[src/rtl/lrut_pkg.sv]
package lrut_pkg;
    localparam int ENTRIES_DEF = 16;
    localparam int DATA_WIDTH_DEF = 64;
    localparam int TAG_W = 16;
    localparam int REC_W = 64;
    localparam int TIME_W = 48;
    localparam int TTL_W = 32;
    localparam int CAP_W = 5;
    localparam int STATUS_W = 4;

    typedef enum logic [1:0] {
        KIND_GET = 2'd0,
        KIND_PUT = 2'd1,
        KIND_INV = 2'd2,
        KIND_NONE = 2'd3
    } kind_t;

    typedef enum logic [STATUS_W-1:0] {
        ST_HIT = 4'd0,
        ST_MISS = 4'd1,
        ST_EXPIRED = 4'd2,
        ST_UPDATED = 4'd3,
        ST_INSERTED = 4'd4,
        ST_EVICTING = 4'd5,
        ST_REJECTED = 4'd6,
        ST_INVALIDATED = 4'd7,
        ST_ABSENT = 4'd8,
        ST_DISABLED = 4'd9
    } status_t;

    localparam logic [1:0] CFG_ENABLE = 2'd0;
    localparam logic [1:0] CFG_CAPACITY = 2'd1;
    localparam logic [1:0] CFG_TTL = 2'd2;
endpackage

[src/rtl/lrut_ram.sv]
module lrut_ram #(
    parameter int WIDTH = 8,
    parameter int DEPTH = 16
) (
    input  logic                     aclk,
    input  logic                     we,
    input  logic [$clog2(DEPTH)-1:0] waddr,
    input  logic [WIDTH-1:0]         wdata,
    input  logic [$clog2(DEPTH)-1:0] raddr,
    output logic [WIDTH-1:0]         rdata
);
    logic [WIDTH-1:0] mem [DEPTH];

    always_ff @(posedge aclk) begin
        if (we) begin
            mem[waddr] <= wdata;
        end
        rdata <= mem[raddr];
    end
endmodule

[src/rtl/lru_ttl_cache.sv]
// Channel  Dir  tdata fields (low bit up)                          tuser
// s_       in   table_tag, record_id, row_id, row_data, now_ms      kind
// m_       out  read_data                                            status
// cfg      in   cfg_we, cfg_index (0 enable, 1 capacity, 2 ttl_ms), cfg_data
//
// Each item passes through one scan over the entry memories to find the key, the
// entry count and the first free slot, then decide, one pass of rank
// read-modify-write, write-back, output and idle; both passes use the read address
// shared by the three memories. A new item is accepted only in idle. An insert that
// evicts adds one more pass over the ranks to locate the lru entry.
// Reset (aresetn low, synchronous) clears valid bits and resets control registers;
// the entry memories need no clearing. A result held by m_tready low stalls only
// the output step of the next item.
module lru_ttl_cache
    import lrut_pkg::*;
#(
    parameter int ENTRIES = ENTRIES_DEF,
    parameter int DATA_WIDTH = DATA_WIDTH_DEF
) (
    input  logic         aclk,
    input  logic         aresetn,
    input  logic         s_tvalid,
    output logic         s_tready,
    // table_tag[15:0], record_id[79:16], row_id[143:80], row_data[207:144],
    // now_ms[255:208]
    input  logic [255:0] s_tdata,
    // kind[1:0]
    input  logic [1:0]   s_tuser,
    output logic         m_tvalid,
    input  logic         m_tready,
    // read_data[63:0]
    output logic [63:0]  m_tdata,
    // status[3:0]
    output logic [3:0]   m_tuser,
    input  logic         cfg_we,
    input  logic [1:0]   cfg_index,
    input  logic [31:0]  cfg_data
);
    localparam int IW = $clog2(ENTRIES);
    localparam int CW = $clog2(ENTRIES + 1);
    localparam int KW = TAG_W + REC_W;
    localparam int SW = TIME_W + DATA_WIDTH;

    // rank action: touch, remove, insert (all valid +1)
    localparam logic [1:0] RA_NONE = 2'd0;
    localparam logic [1:0] RA_TOUCH = 2'd1;
    localparam logic [1:0] RA_REMOVE = 2'd2;
    localparam logic [1:0] RA_INSERT = 2'd3;

    typedef enum logic [2:0] {S_IDLE, S_SCAN, S_DECIDE, S_RANK, S_WB, S_OUT} state_t;

    state_t state_reg;
    logic en_reg;
    logic [CAP_W-1:0] cap_reg;
    logic [TTL_W-1:0] ttl_reg;
    logic [ENTRIES-1:0] valid_reg;

    logic [1:0] kind_reg;
    logic [KW-1:0] key_reg;
    logic rowz_reg;
    logic [DATA_WIDTH-1:0] data_reg;
    logic [TIME_W-1:0] now_reg;

    logic [IW:0] idx_reg;      // address issued
    logic [IW:0] cidx_reg;     // address whose data is on rdata
    logic rd_v_reg;
    logic found_reg;
    logic [IW-1:0] hit_reg;
    logic [IW-1:0] hit_rank_reg;
    logic [DATA_WIDTH-1:0] hit_data_reg;
    logic [TIME_W-1:0] hit_stamp_reg;
    logic lru_f_reg;
    logic [IW-1:0] lru_reg;
    logic free_f_reg;
    logic [IW-1:0] free_reg;
    logic [CW-1:0] count_reg;

    logic [1:0] ract_reg;
    logic [IW-1:0] rref_reg;
    logic [IW-1:0] target_reg;
    logic tgt_we_reg;
    logic tgt_set_valid_reg;
    logic tgt_clr_valid_reg;
    logic tgt_key_we_reg;
    logic tgt_stamp_we_reg;
    logic [3:0] status_reg;
    logic [63:0] rdo_reg;

    logic m_valid_reg;
    logic [63:0] m_data_reg;
    logic [3:0] m_user_reg;

    // memories
    logic key_we, ent_we, rank_we;
    logic [IW-1:0] key_wa, ent_wa, rank_wa, ra;
    logic [KW-1:0] key_wd, key_rd;
    logic [SW-1:0] ent_wd, ent_rd;
    logic [IW-1:0] rank_wd, rank_rd;

    lrut_ram #(.WIDTH(KW), .DEPTH(ENTRIES)) u_key (
        .aclk, .we(key_we), .waddr(key_wa), .wdata(key_wd), .raddr(ra), .rdata(key_rd));
    lrut_ram #(.WIDTH(SW), .DEPTH(ENTRIES)) u_ent (
        .aclk, .we(ent_we), .waddr(ent_wa), .wdata(ent_wd), .raddr(ra), .rdata(ent_rd));
    lrut_ram #(.WIDTH(IW), .DEPTH(ENTRIES)) u_rank (
        .aclk, .we(rank_we), .waddr(rank_wa), .wdata(rank_wd), .raddr(ra),
        .rdata(rank_rd));

    assign ra = idx_reg[IW-1:0];
    assign s_tready = (state_reg == S_IDLE);
    assign m_tvalid = m_valid_reg;
    assign m_tdata = m_data_reg;
    assign m_tuser = m_user_reg;

    logic [IW-1:0] cidx;
    logic cvalid;
    logic [TIME_W-1:0] age;
    logic expired;
    logic [CW-1:0] cap_eff;
    logic [IW-1:0] rank_new;
    logic rank_do;

    logic dec_we, dec_set, dec_clr, dec_key, dec_stamp;
    logic [1:0] dec_ract;
    logic [IW-1:0] dec_rref;
    logic [IW-1:0] dec_target;
    logic [3:0] dec_status;
    logic [63:0] dec_rdo;

    assign cidx = cidx_reg[IW-1:0];
    assign cvalid = rd_v_reg && valid_reg[cidx];
    assign age = (now_reg >= hit_stamp_reg) ? now_reg - hit_stamp_reg : '0;
    assign expired = (ttl_reg != '0) && (age >= TIME_W'(ttl_reg));

    always_comb begin
        if (cap_reg == '0) begin
            cap_eff = CW'(1);
        end else if (32'(cap_reg) > 32'(ENTRIES)) begin
            cap_eff = CW'(ENTRIES);
        end else begin
            cap_eff = CW'(cap_reg);
        end
    end

    // outcome of the scan, latched in S_DECIDE
    always_comb begin
        dec_we = 1'b0;
        dec_set = 1'b0;
        dec_clr = 1'b0;
        dec_key = 1'b0;
        dec_stamp = 1'b0;
        dec_ract = RA_NONE;
        dec_rref = hit_rank_reg;
        dec_target = hit_reg;
        dec_rdo = '0;
        dec_status = ST_MISS;
        if (!en_reg) begin
            dec_status = ST_DISABLED;
        end else begin
            case (kind_reg)
                KIND_GET: begin
                    if (!found_reg) begin
                        dec_status = ST_MISS;
                    end else if (expired) begin
                        dec_status = ST_EXPIRED;
                        dec_ract = RA_REMOVE;
                        dec_we = 1'b1;
                        dec_clr = 1'b1;
                    end else begin
                        dec_status = ST_HIT;
                        dec_rdo = 64'(hit_data_reg);
                        dec_ract = RA_TOUCH;
                        dec_we = 1'b1;
                        dec_set = 1'b1;
                    end
                end
                KIND_PUT: begin
                    if (rowz_reg) begin
                        dec_status = ST_REJECTED;
                    end else if (found_reg) begin
                        dec_status = ST_UPDATED;
                        dec_ract = RA_TOUCH;
                        dec_we = 1'b1;
                        dec_set = 1'b1;
                    end else if (count_reg >= cap_eff && count_reg != '0) begin
                        // eviction resolved by an lru lookup pass in S_RANK
                        dec_status = ST_EVICTING;
                        dec_rref = IW'(count_reg - 1'b1);
                        dec_target = free_reg;
                        dec_set = 1'b1;
                        dec_key = 1'b1;
                        dec_stamp = 1'b1;
                    end else begin
                        dec_status = ST_INSERTED;
                        dec_ract = RA_INSERT;
                        dec_target = free_reg;
                        dec_we = 1'b1;
                        dec_set = 1'b1;
                        dec_key = 1'b1;
                        dec_stamp = 1'b1;
                    end
                end
                KIND_INV: begin
                    if (found_reg) begin
                        dec_status = ST_INVALIDATED;
                        dec_ract = RA_REMOVE;
                        dec_we = 1'b1;
                        dec_clr = 1'b1;
                    end else begin
                        dec_status = ST_ABSENT;
                    end
                end
                default: dec_status = ST_MISS;
            endcase
        end
    end

    // rank update for entry on rdata during S_RANK
    always_comb begin
        rank_new = rank_rd;
        rank_do = 1'b0;
        if (cvalid && !(tgt_we_reg && cidx == target_reg)) begin
            case (ract_reg)
                RA_TOUCH: begin
                    if (rank_rd < rref_reg) begin
                        rank_new = rank_rd + 1'b1;
                        rank_do = 1'b1;
                    end
                end
                RA_REMOVE: begin
                    if (rank_rd > rref_reg) begin
                        rank_new = rank_rd - 1'b1;
                        rank_do = 1'b1;
                    end
                end
                RA_INSERT: begin
                    rank_new = rank_rd + 1'b1;
                    rank_do = 1'b1;
                end
                default: ;
            endcase
        end
    end

    always_comb begin
        key_we = 1'b0;
        key_wa = target_reg;
        key_wd = key_reg;
        ent_we = 1'b0;
        ent_wa = target_reg;
        ent_wd = {tgt_stamp_we_reg ? now_reg : hit_stamp_reg, data_reg};
        rank_we = 1'b0;
        rank_wa = cidx;
        rank_wd = rank_new;
        if (state_reg == S_RANK && rank_do) begin
            rank_we = 1'b1;
        end
        if (state_reg == S_WB && tgt_we_reg) begin
            key_we = tgt_key_we_reg;
            ent_we = tgt_set_valid_reg;
            rank_we = tgt_set_valid_reg;
            rank_wa = target_reg;
            rank_wd = '0;
        end
    end

    always_ff @(posedge aclk) begin
        if (!aresetn) begin
            state_reg <= S_IDLE;
            en_reg <= 1'b1;
            cap_reg <= CAP_W'(ENTRIES_DEF);
            ttl_reg <= '0;
            valid_reg <= '0;
            m_valid_reg <= 1'b0;
            idx_reg <= '0;
            cidx_reg <= '0;
            rd_v_reg <= 1'b0;
        end else begin
            if (cfg_we) begin
                unique case (cfg_index)
                    CFG_ENABLE: en_reg <= cfg_data[0];
                    CFG_CAPACITY: cap_reg <= cfg_data[CAP_W-1:0];
                    CFG_TTL: ttl_reg <= cfg_data;
                    default: ;
                endcase
            end
            if (m_valid_reg && m_tready && state_reg != S_OUT) begin
                m_valid_reg <= 1'b0;
            end
            rd_v_reg <= (state_reg == S_SCAN || state_reg == S_RANK) &&
                        (idx_reg < (IW+1)'(ENTRIES));
            cidx_reg <= idx_reg;
            unique case (state_reg)
                S_IDLE: begin
                    if (s_tvalid) begin
                        kind_reg <= s_tuser;
                        key_reg <= s_tdata[79:0];
                        rowz_reg <= (s_tdata[143:80] == '0);
                        data_reg <= s_tdata[144 +: DATA_WIDTH];
                        now_reg <= s_tdata[255:208];
                        found_reg <= 1'b0;
                        lru_f_reg <= 1'b0;
                        free_f_reg <= 1'b0;
                        count_reg <= '0;
                        idx_reg <= '0;
                        state_reg <= S_SCAN;
                    end
                end
                S_SCAN: begin
                    if (idx_reg < (IW+1)'(ENTRIES)) begin
                        idx_reg <= idx_reg + 1'b1;
                    end
                    if (cvalid) begin
                        count_reg <= count_reg + 1'b1;
                        if (key_rd == key_reg && !found_reg) begin
                            found_reg <= 1'b1;
                            hit_reg <= cidx;
                            hit_rank_reg <= rank_rd;
                            hit_data_reg <= ent_rd[DATA_WIDTH-1:0];
                            hit_stamp_reg <= ent_rd[SW-1:DATA_WIDTH];
                        end
                    end
                    if (rd_v_reg && !valid_reg[cidx] && !free_f_reg) begin
                        free_f_reg <= 1'b1;
                        free_reg <= cidx;
                    end
                    if (!rd_v_reg && idx_reg == (IW+1)'(ENTRIES)) begin
                        state_reg <= S_DECIDE;
                        idx_reg <= '0;
                    end
                end
                S_DECIDE: begin
                    // LRU search needs the final count: reuse a rank pass
                    tgt_we_reg <= dec_we;
                    tgt_set_valid_reg <= dec_set;
                    tgt_clr_valid_reg <= dec_clr;
                    tgt_key_we_reg <= dec_key;
                    tgt_stamp_we_reg <= dec_stamp;
                    ract_reg <= dec_ract;
                    rref_reg <= dec_rref;
                    target_reg <= dec_target;
                    rdo_reg <= dec_rdo;
                    status_reg <= dec_status;
                    if (kind_reg == KIND_GET) begin
                        data_reg <= hit_data_reg;
                    end
                    state_reg <= S_RANK;
                end
                S_RANK: begin
                    if (idx_reg < (IW+1)'(ENTRIES)) begin
                        idx_reg <= idx_reg + 1'b1;
                    end
                    if (status_reg == ST_EVICTING && !tgt_we_reg) begin
                        // look for the lru entry; apply eviction then rerun as insert
                        if (cvalid && rank_rd == rref_reg && !lru_f_reg) begin
                            lru_f_reg <= 1'b1;
                            lru_reg <= cidx;
                        end
                        if (!rd_v_reg && idx_reg == (IW+1)'(ENTRIES)) begin
                            idx_reg <= '0;
                            if (lru_f_reg) begin
                                // evicted entry sits at the bottom: all others +1
                                valid_reg[lru_reg] <= 1'b0;
                                target_reg <= lru_reg;
                                free_reg <= lru_reg;
                            end else begin
                                status_reg <= ST_INSERTED;
                                target_reg <= free_reg;
                            end
                            tgt_we_reg <= lru_f_reg || free_f_reg;
                            ract_reg <= (lru_f_reg || free_f_reg) ? RA_INSERT : RA_NONE;
                        end
                    end else begin
                        if (!rd_v_reg && idx_reg == (IW+1)'(ENTRIES)) begin
                            state_reg <= S_WB;
                        end
                    end
                end
                S_WB: begin
                    if (tgt_we_reg) begin
                        if (tgt_clr_valid_reg) begin
                            valid_reg[target_reg] <= 1'b0;
                        end
                        if (tgt_set_valid_reg) begin
                            valid_reg[target_reg] <= 1'b1;
                        end
                    end
                    state_reg <= S_OUT;
                end
                S_OUT: begin
                    if (!m_valid_reg || m_tready) begin
                        m_valid_reg <= 1'b1;
                        m_data_reg <= rdo_reg;
                        m_user_reg <= status_reg;
                        state_reg <= S_IDLE;
                    end
                end
                default: state_reg <= S_IDLE;
            endcase
        end
    end

`ifndef SYNTHESIS
    a_hit_data: assert property (@(posedge aclk) disable iff (!aresetn)
        m_tvalid && m_tuser != ST_HIT |-> m_tdata == '0)
        else $error("nonzero data on non-hit");
    a_accept_idle: assert property (@(posedge aclk) disable iff (!aresetn)
        s_tvalid && s_tready |=> state_reg == S_SCAN)
        else $error("accept did not start scan");
    a_status_range: assert property (@(posedge aclk) disable iff (!aresetn)
        m_tvalid |-> m_tuser <= ST_DISABLED)
        else $error("status code out of range");
`endif
endmodule
[config.mk]
export PLATFORM = sky130hd
export DESIGN_NAME = lru_ttl_cache
export DESIGN_NICKNAME = d
export VERILOG_FILES = /design/src/rtl/lrut_pkg.sv /design/src/rtl/lrut_ram.sv /design/src/rtl/lru_ttl_cache.sv
export SDC_FILE = /design/constraint.sdc
export NUM_CORES = 2
export LEC_CHECK = 0
export BUFFER_PORTS_ARGS = -buffer_cell sky130_fd_sc_hd__buf_4
export CAP_MARGIN = 20
export CORE_MARGIN = 2
export CORE_UTILIZATION = 60
export DETAILED_ROUTE_END_ITERATION = 7
export GPL_ROUTABILITY_DRIVEN = 0
export HOLD_SLACK_MARGIN = 0.15
export PLACE_DENSITY = 0.75
export SLEW_MARGIN = 20
export SYNTH_ARGS = -nofsm -noshare
export SYNTH_HDL_FRONTEND = slang
export SYNTH_SLANG_ARGS = --single-unit
[constraint.sdc]
create_clock -name aclk -period 14.4 [get_ports aclk]
set_clock_uncertainty 0.15 [all_clocks]
set_input_delay 2.16 -clock aclk [delete_from_list [all_inputs] [get_ports aclk]]
set_output_delay 2.16 -clock aclk [all_outputs]
set_load 0.02 [all_outputs]
==> flow_metrics.tcl <==
set metrics [dict create \
    grt_max_degree 132 \
    synth_top_area_share_pct 73.7 \
    netSwitchingFraction_pct 21.3 \
    async_flop_share_pct 0 \
    ant_nets 0 \
    min-delay-start "u_ent.rdata[12]$_DFF_P_" \
    largest_reg_flops 1792 \
    p_int_w 0.0192 \
    ys_warn_count 0 \
    pwr-share-seq_pct 52.1 \
    drt_pass1_iterations 6 \
    core-area_um2 244000 \
    cts-resized-gates 0 \
    yosysUniqueCellTypes 82 \
    synthTopCellsByArea "edfxtp_1, mux4_2, dfxtp_1, ha_1, clkbuf_1" \
    synth_simple_gate_area_share_pct 2.62 \
    path_clk_slew_ns 0.07 \
    netlist_instances 6819 \
    p_switching_w 0.00521 \
    grt_pass1_vias 74600 \
    post-route-period-util_pct 50.6 \
    worstPathRequired_ns 14.85 \
    dieArea_um2 250000 \
    yosysMostFrequentCell "edfxtp_1" \
    drt-initial-drc-count 10100 \
    worstPathMaxFanout 49 \
    clock_latency_ns 0.99 \
    timing.rr.start "hit_stamp_reg[26]$_DFFE_PP_" \
    drc 0 \
    maxSlewViolCount 0 \
    hold_path_end "hit_data_reg[12]$_DFFE_PP_" \
    p_per_area_nw_per_um2 146 \
    fin_util_pct 68.7 \
    regMostFlops "u_ent.mem" \
    via_count 73900 \
    fillers 14300 \
    track_usage_pct 29.3 \
    overflow 0 \
    vdd_ir_drop_max_mv 0.113 \
    path_cells "inv_1 > ha_1 > nand2_1 > nor2_1 > nand3_1 > a211oi_2 > nor3_1 > a21oi_1 > nor2_4 > or2_2 > ha_1 > nor3b_1 > o21ai_0 > a2111o_1 > a221oi_1 > o41ai_1 > nor3_1 > a41o_1 > a21oi_4 > buf_4 > nor3b_1" \
    rsz0062_at_grt "false" \
    clockBufferDepth 4 \
    worst_path_max_delay_cell "a21oi_4" \
    holdPathStages 0 \
    port_buffers 366 \
    setup_viol 0 \
    synth_top_cell_by_area "edfxtp_1" \
    worstSetupPathType "register to register" \
    post-cts-setup-buffers 0 \
    io_pins 367 \
    synthMuxAreaShare_pct 15.6 \
    tightest_slew_ns 1.15 \
    status "finished clean" \
    avgSynthCellArea_um2 21.6 \
    ys_ff_latch 3881 \
    cts_made_buffers 389 \
    grt_pass1_wl_um 524000 \
    rrSetupSlack_ns 7.11 \
    crit_arrival_ns 7.74 \
    synth_xor_area_share_pct 0.570 \
    dieHeight_um 500 \
    slew_headroom_pct 23.3 \
    r2r_cells 21 \
    area_growth_pct 13.6 \
    die-width_um 500 \
    start_util_pct 60.5 \
    worstSetupEndpointType "register" \
    synth_edf_count 3617 \
    dp_hpwl_um 189000 \
    setup_tns_ns 0 \
    antenna_found_initial 21 \
    routed_wirelength_um 365000 \
    rows 181 \
    synth_common_cells "edfxtp_1, mux4_2, dfxtp_1, clkbuf_1, nor2_1" \
    cts.sinks 3881 \
    drv_cap 0 \
    fin_nets 7818 \
    synth_compound_area_share_pct 1.85 \
    r2r_end "rdo_reg[5]$_SDFFCE_PP0P_" \
    hold_viol 0 \
    synth_nets 7213 \
    start_kind "register" \
    synth-adder-area-share_pct 0.828 \
    drive_gt1_share_pct 29.0 \
    fmax_mhz 137 \
    design_area_um2 168000 \
    synth_top_family_by_area "multiplexers" \
    htreeDepth 5 \
    synth_area_um2 147000 \
    largestRegisters "u_ent.mem (1792), u_key.mem (1280), u_ent.rdata (112)" \
    hold_buffers 0 \
    ys.flop_type "edfxtp_1" \
    combPwrFrac_pct 6.8 \
    power.static_leakage_nw 52.7 \
    cts_tree "done" \
    clkPwrFrac_pct 41.1 \
    final.min_clock_period_ns 7.29 \
    cp_slowest_stage_delay_ns 0.85 \
    place_area_um2 155000 \
    cts-root-buf "clkbuf_16" \
    min-delay-path-class "register to register" \
    seq_area_frac_synth_pct 77.3 \
    viasPerCell 6.75 \
    wire_per_inst_um 33.3 \
]
==> layout make-up <==
cell class	instances	area (um^2)	share of cell area [%]
Antenna cell	9	22.5	0.0134
Sequential cell	3881	114000	68.0
Multi-Input combinational cell	2473	32100	19.2
Inverter	146	548	0.327
Clock buffer	524	10700	6.39
Tap cell	3202	4010	2.39
Clock inverter	181	1950	1.16
Timing Repair Buffer	533	4290	2.56
==> metal layers <==
layer	GRT usage (%)	wire length, um
met1	40.8	135000
met2	47.3	180000
met4	10.8	14700
met5	0	67
met3	5.16	35200
==> worst max-delay path by stage <==
stage	depth (start not counted)	slack [ns]	to	startpoint
final	21	7.11	rdo_reg[5]$_SDFFCE_PP0P_	hit_stamp_reg[26]$_DFFE_PP_
after floorplan	4	4.22	rdo_reg[0]$_SDFFCE_PP0P_	aresetn
after CTS	23	7.16	rdo_reg[5]$_SDFFCE_PP0P_	now_reg[0]$_DFFE_PP_
after global routing	22	6.78	rdo_reg[4]$_SDFFCE_PP0P_	hit_stamp_reg[26]$_DFFE_PP_
after global placement	23	7.37	rdo_reg[11]$_SDFFCE_PP0P_	now_reg[0]$_DFFE_PP_
after detailed placement	23	7.20	rdo_reg[5]$_SDFFCE_PP0P_	now_reg[0]$_DFFE_PP_
==> through the flow <==
step	power [W]	setup slack (ns)	hold slack [ns]	instances
after CTS	0.0245	7.16	0.238	10900
after detailed placement	0.0146	7.20	0.239	10200
after global routing	0.0251	6.78	0.253	10900
after floorplan	0.0141	4.22	0.236	6819
final	0.0244	7.11	0.234	10900
after global placement	0.0146	7.37	0.237	10200
==> power groups by stage <==
stage	combinational (W)	sequential, W	clock (W)
floorplan	0.00122	0.0129	0
global placement	0.00163	0.0129	0
detailed placement	0.00165	0.0129	0
CTS	0.00168	0.0127	0.0101
global route	0.00177	0.0127	0.0105
finish	0.00167	0.0127	0.0100
==> cell families after synthesis <==
logic type / Yosys count
XOR/XNOR: 96
adder cells (fa/ha/maj): 97
AO/OA/AOI/OAI: 442
AND/OR/NAND/NOR: 773
multiplexers: 1065
flip-flops: 3881
buffers and inverters: 465
==> worst max-delay path: cells and delay by family (launching register included) <==
family                   cells  cell delay [ns]
AO/OA/AOI/OAI                8             2.96
adder cells (fa/ha/maj)      2             0.72
buffers and inverters        2             0.91
flip-flops                   1             0.35
AND/OR/NAND/NOR              9             1.67
==> cell usage in the layout, fill, tap and decap left out, drive strengths merged, types with 12 or more instances in the layout <==
cell	count
a21oi	149
nor3	30
nand4	47
nand3	38
nor4	49
clkinvlp	16
xor2	66
xnor2	30
inv	153
buf	533
bufinv	37
a21o	17
mux4	985
o22ai	19
nor2b	16
nor3b	74
clkbuf	524
o211ai	12
mux2i	13
nand2	224
o21a	21
ha	96
nand2b	21
mux2	67
clkinv	121
nor2	228
o21ai	125
dfxtp	264
edfxtp	3617
No activity file was read; power rests on OpenSTA's default activity.
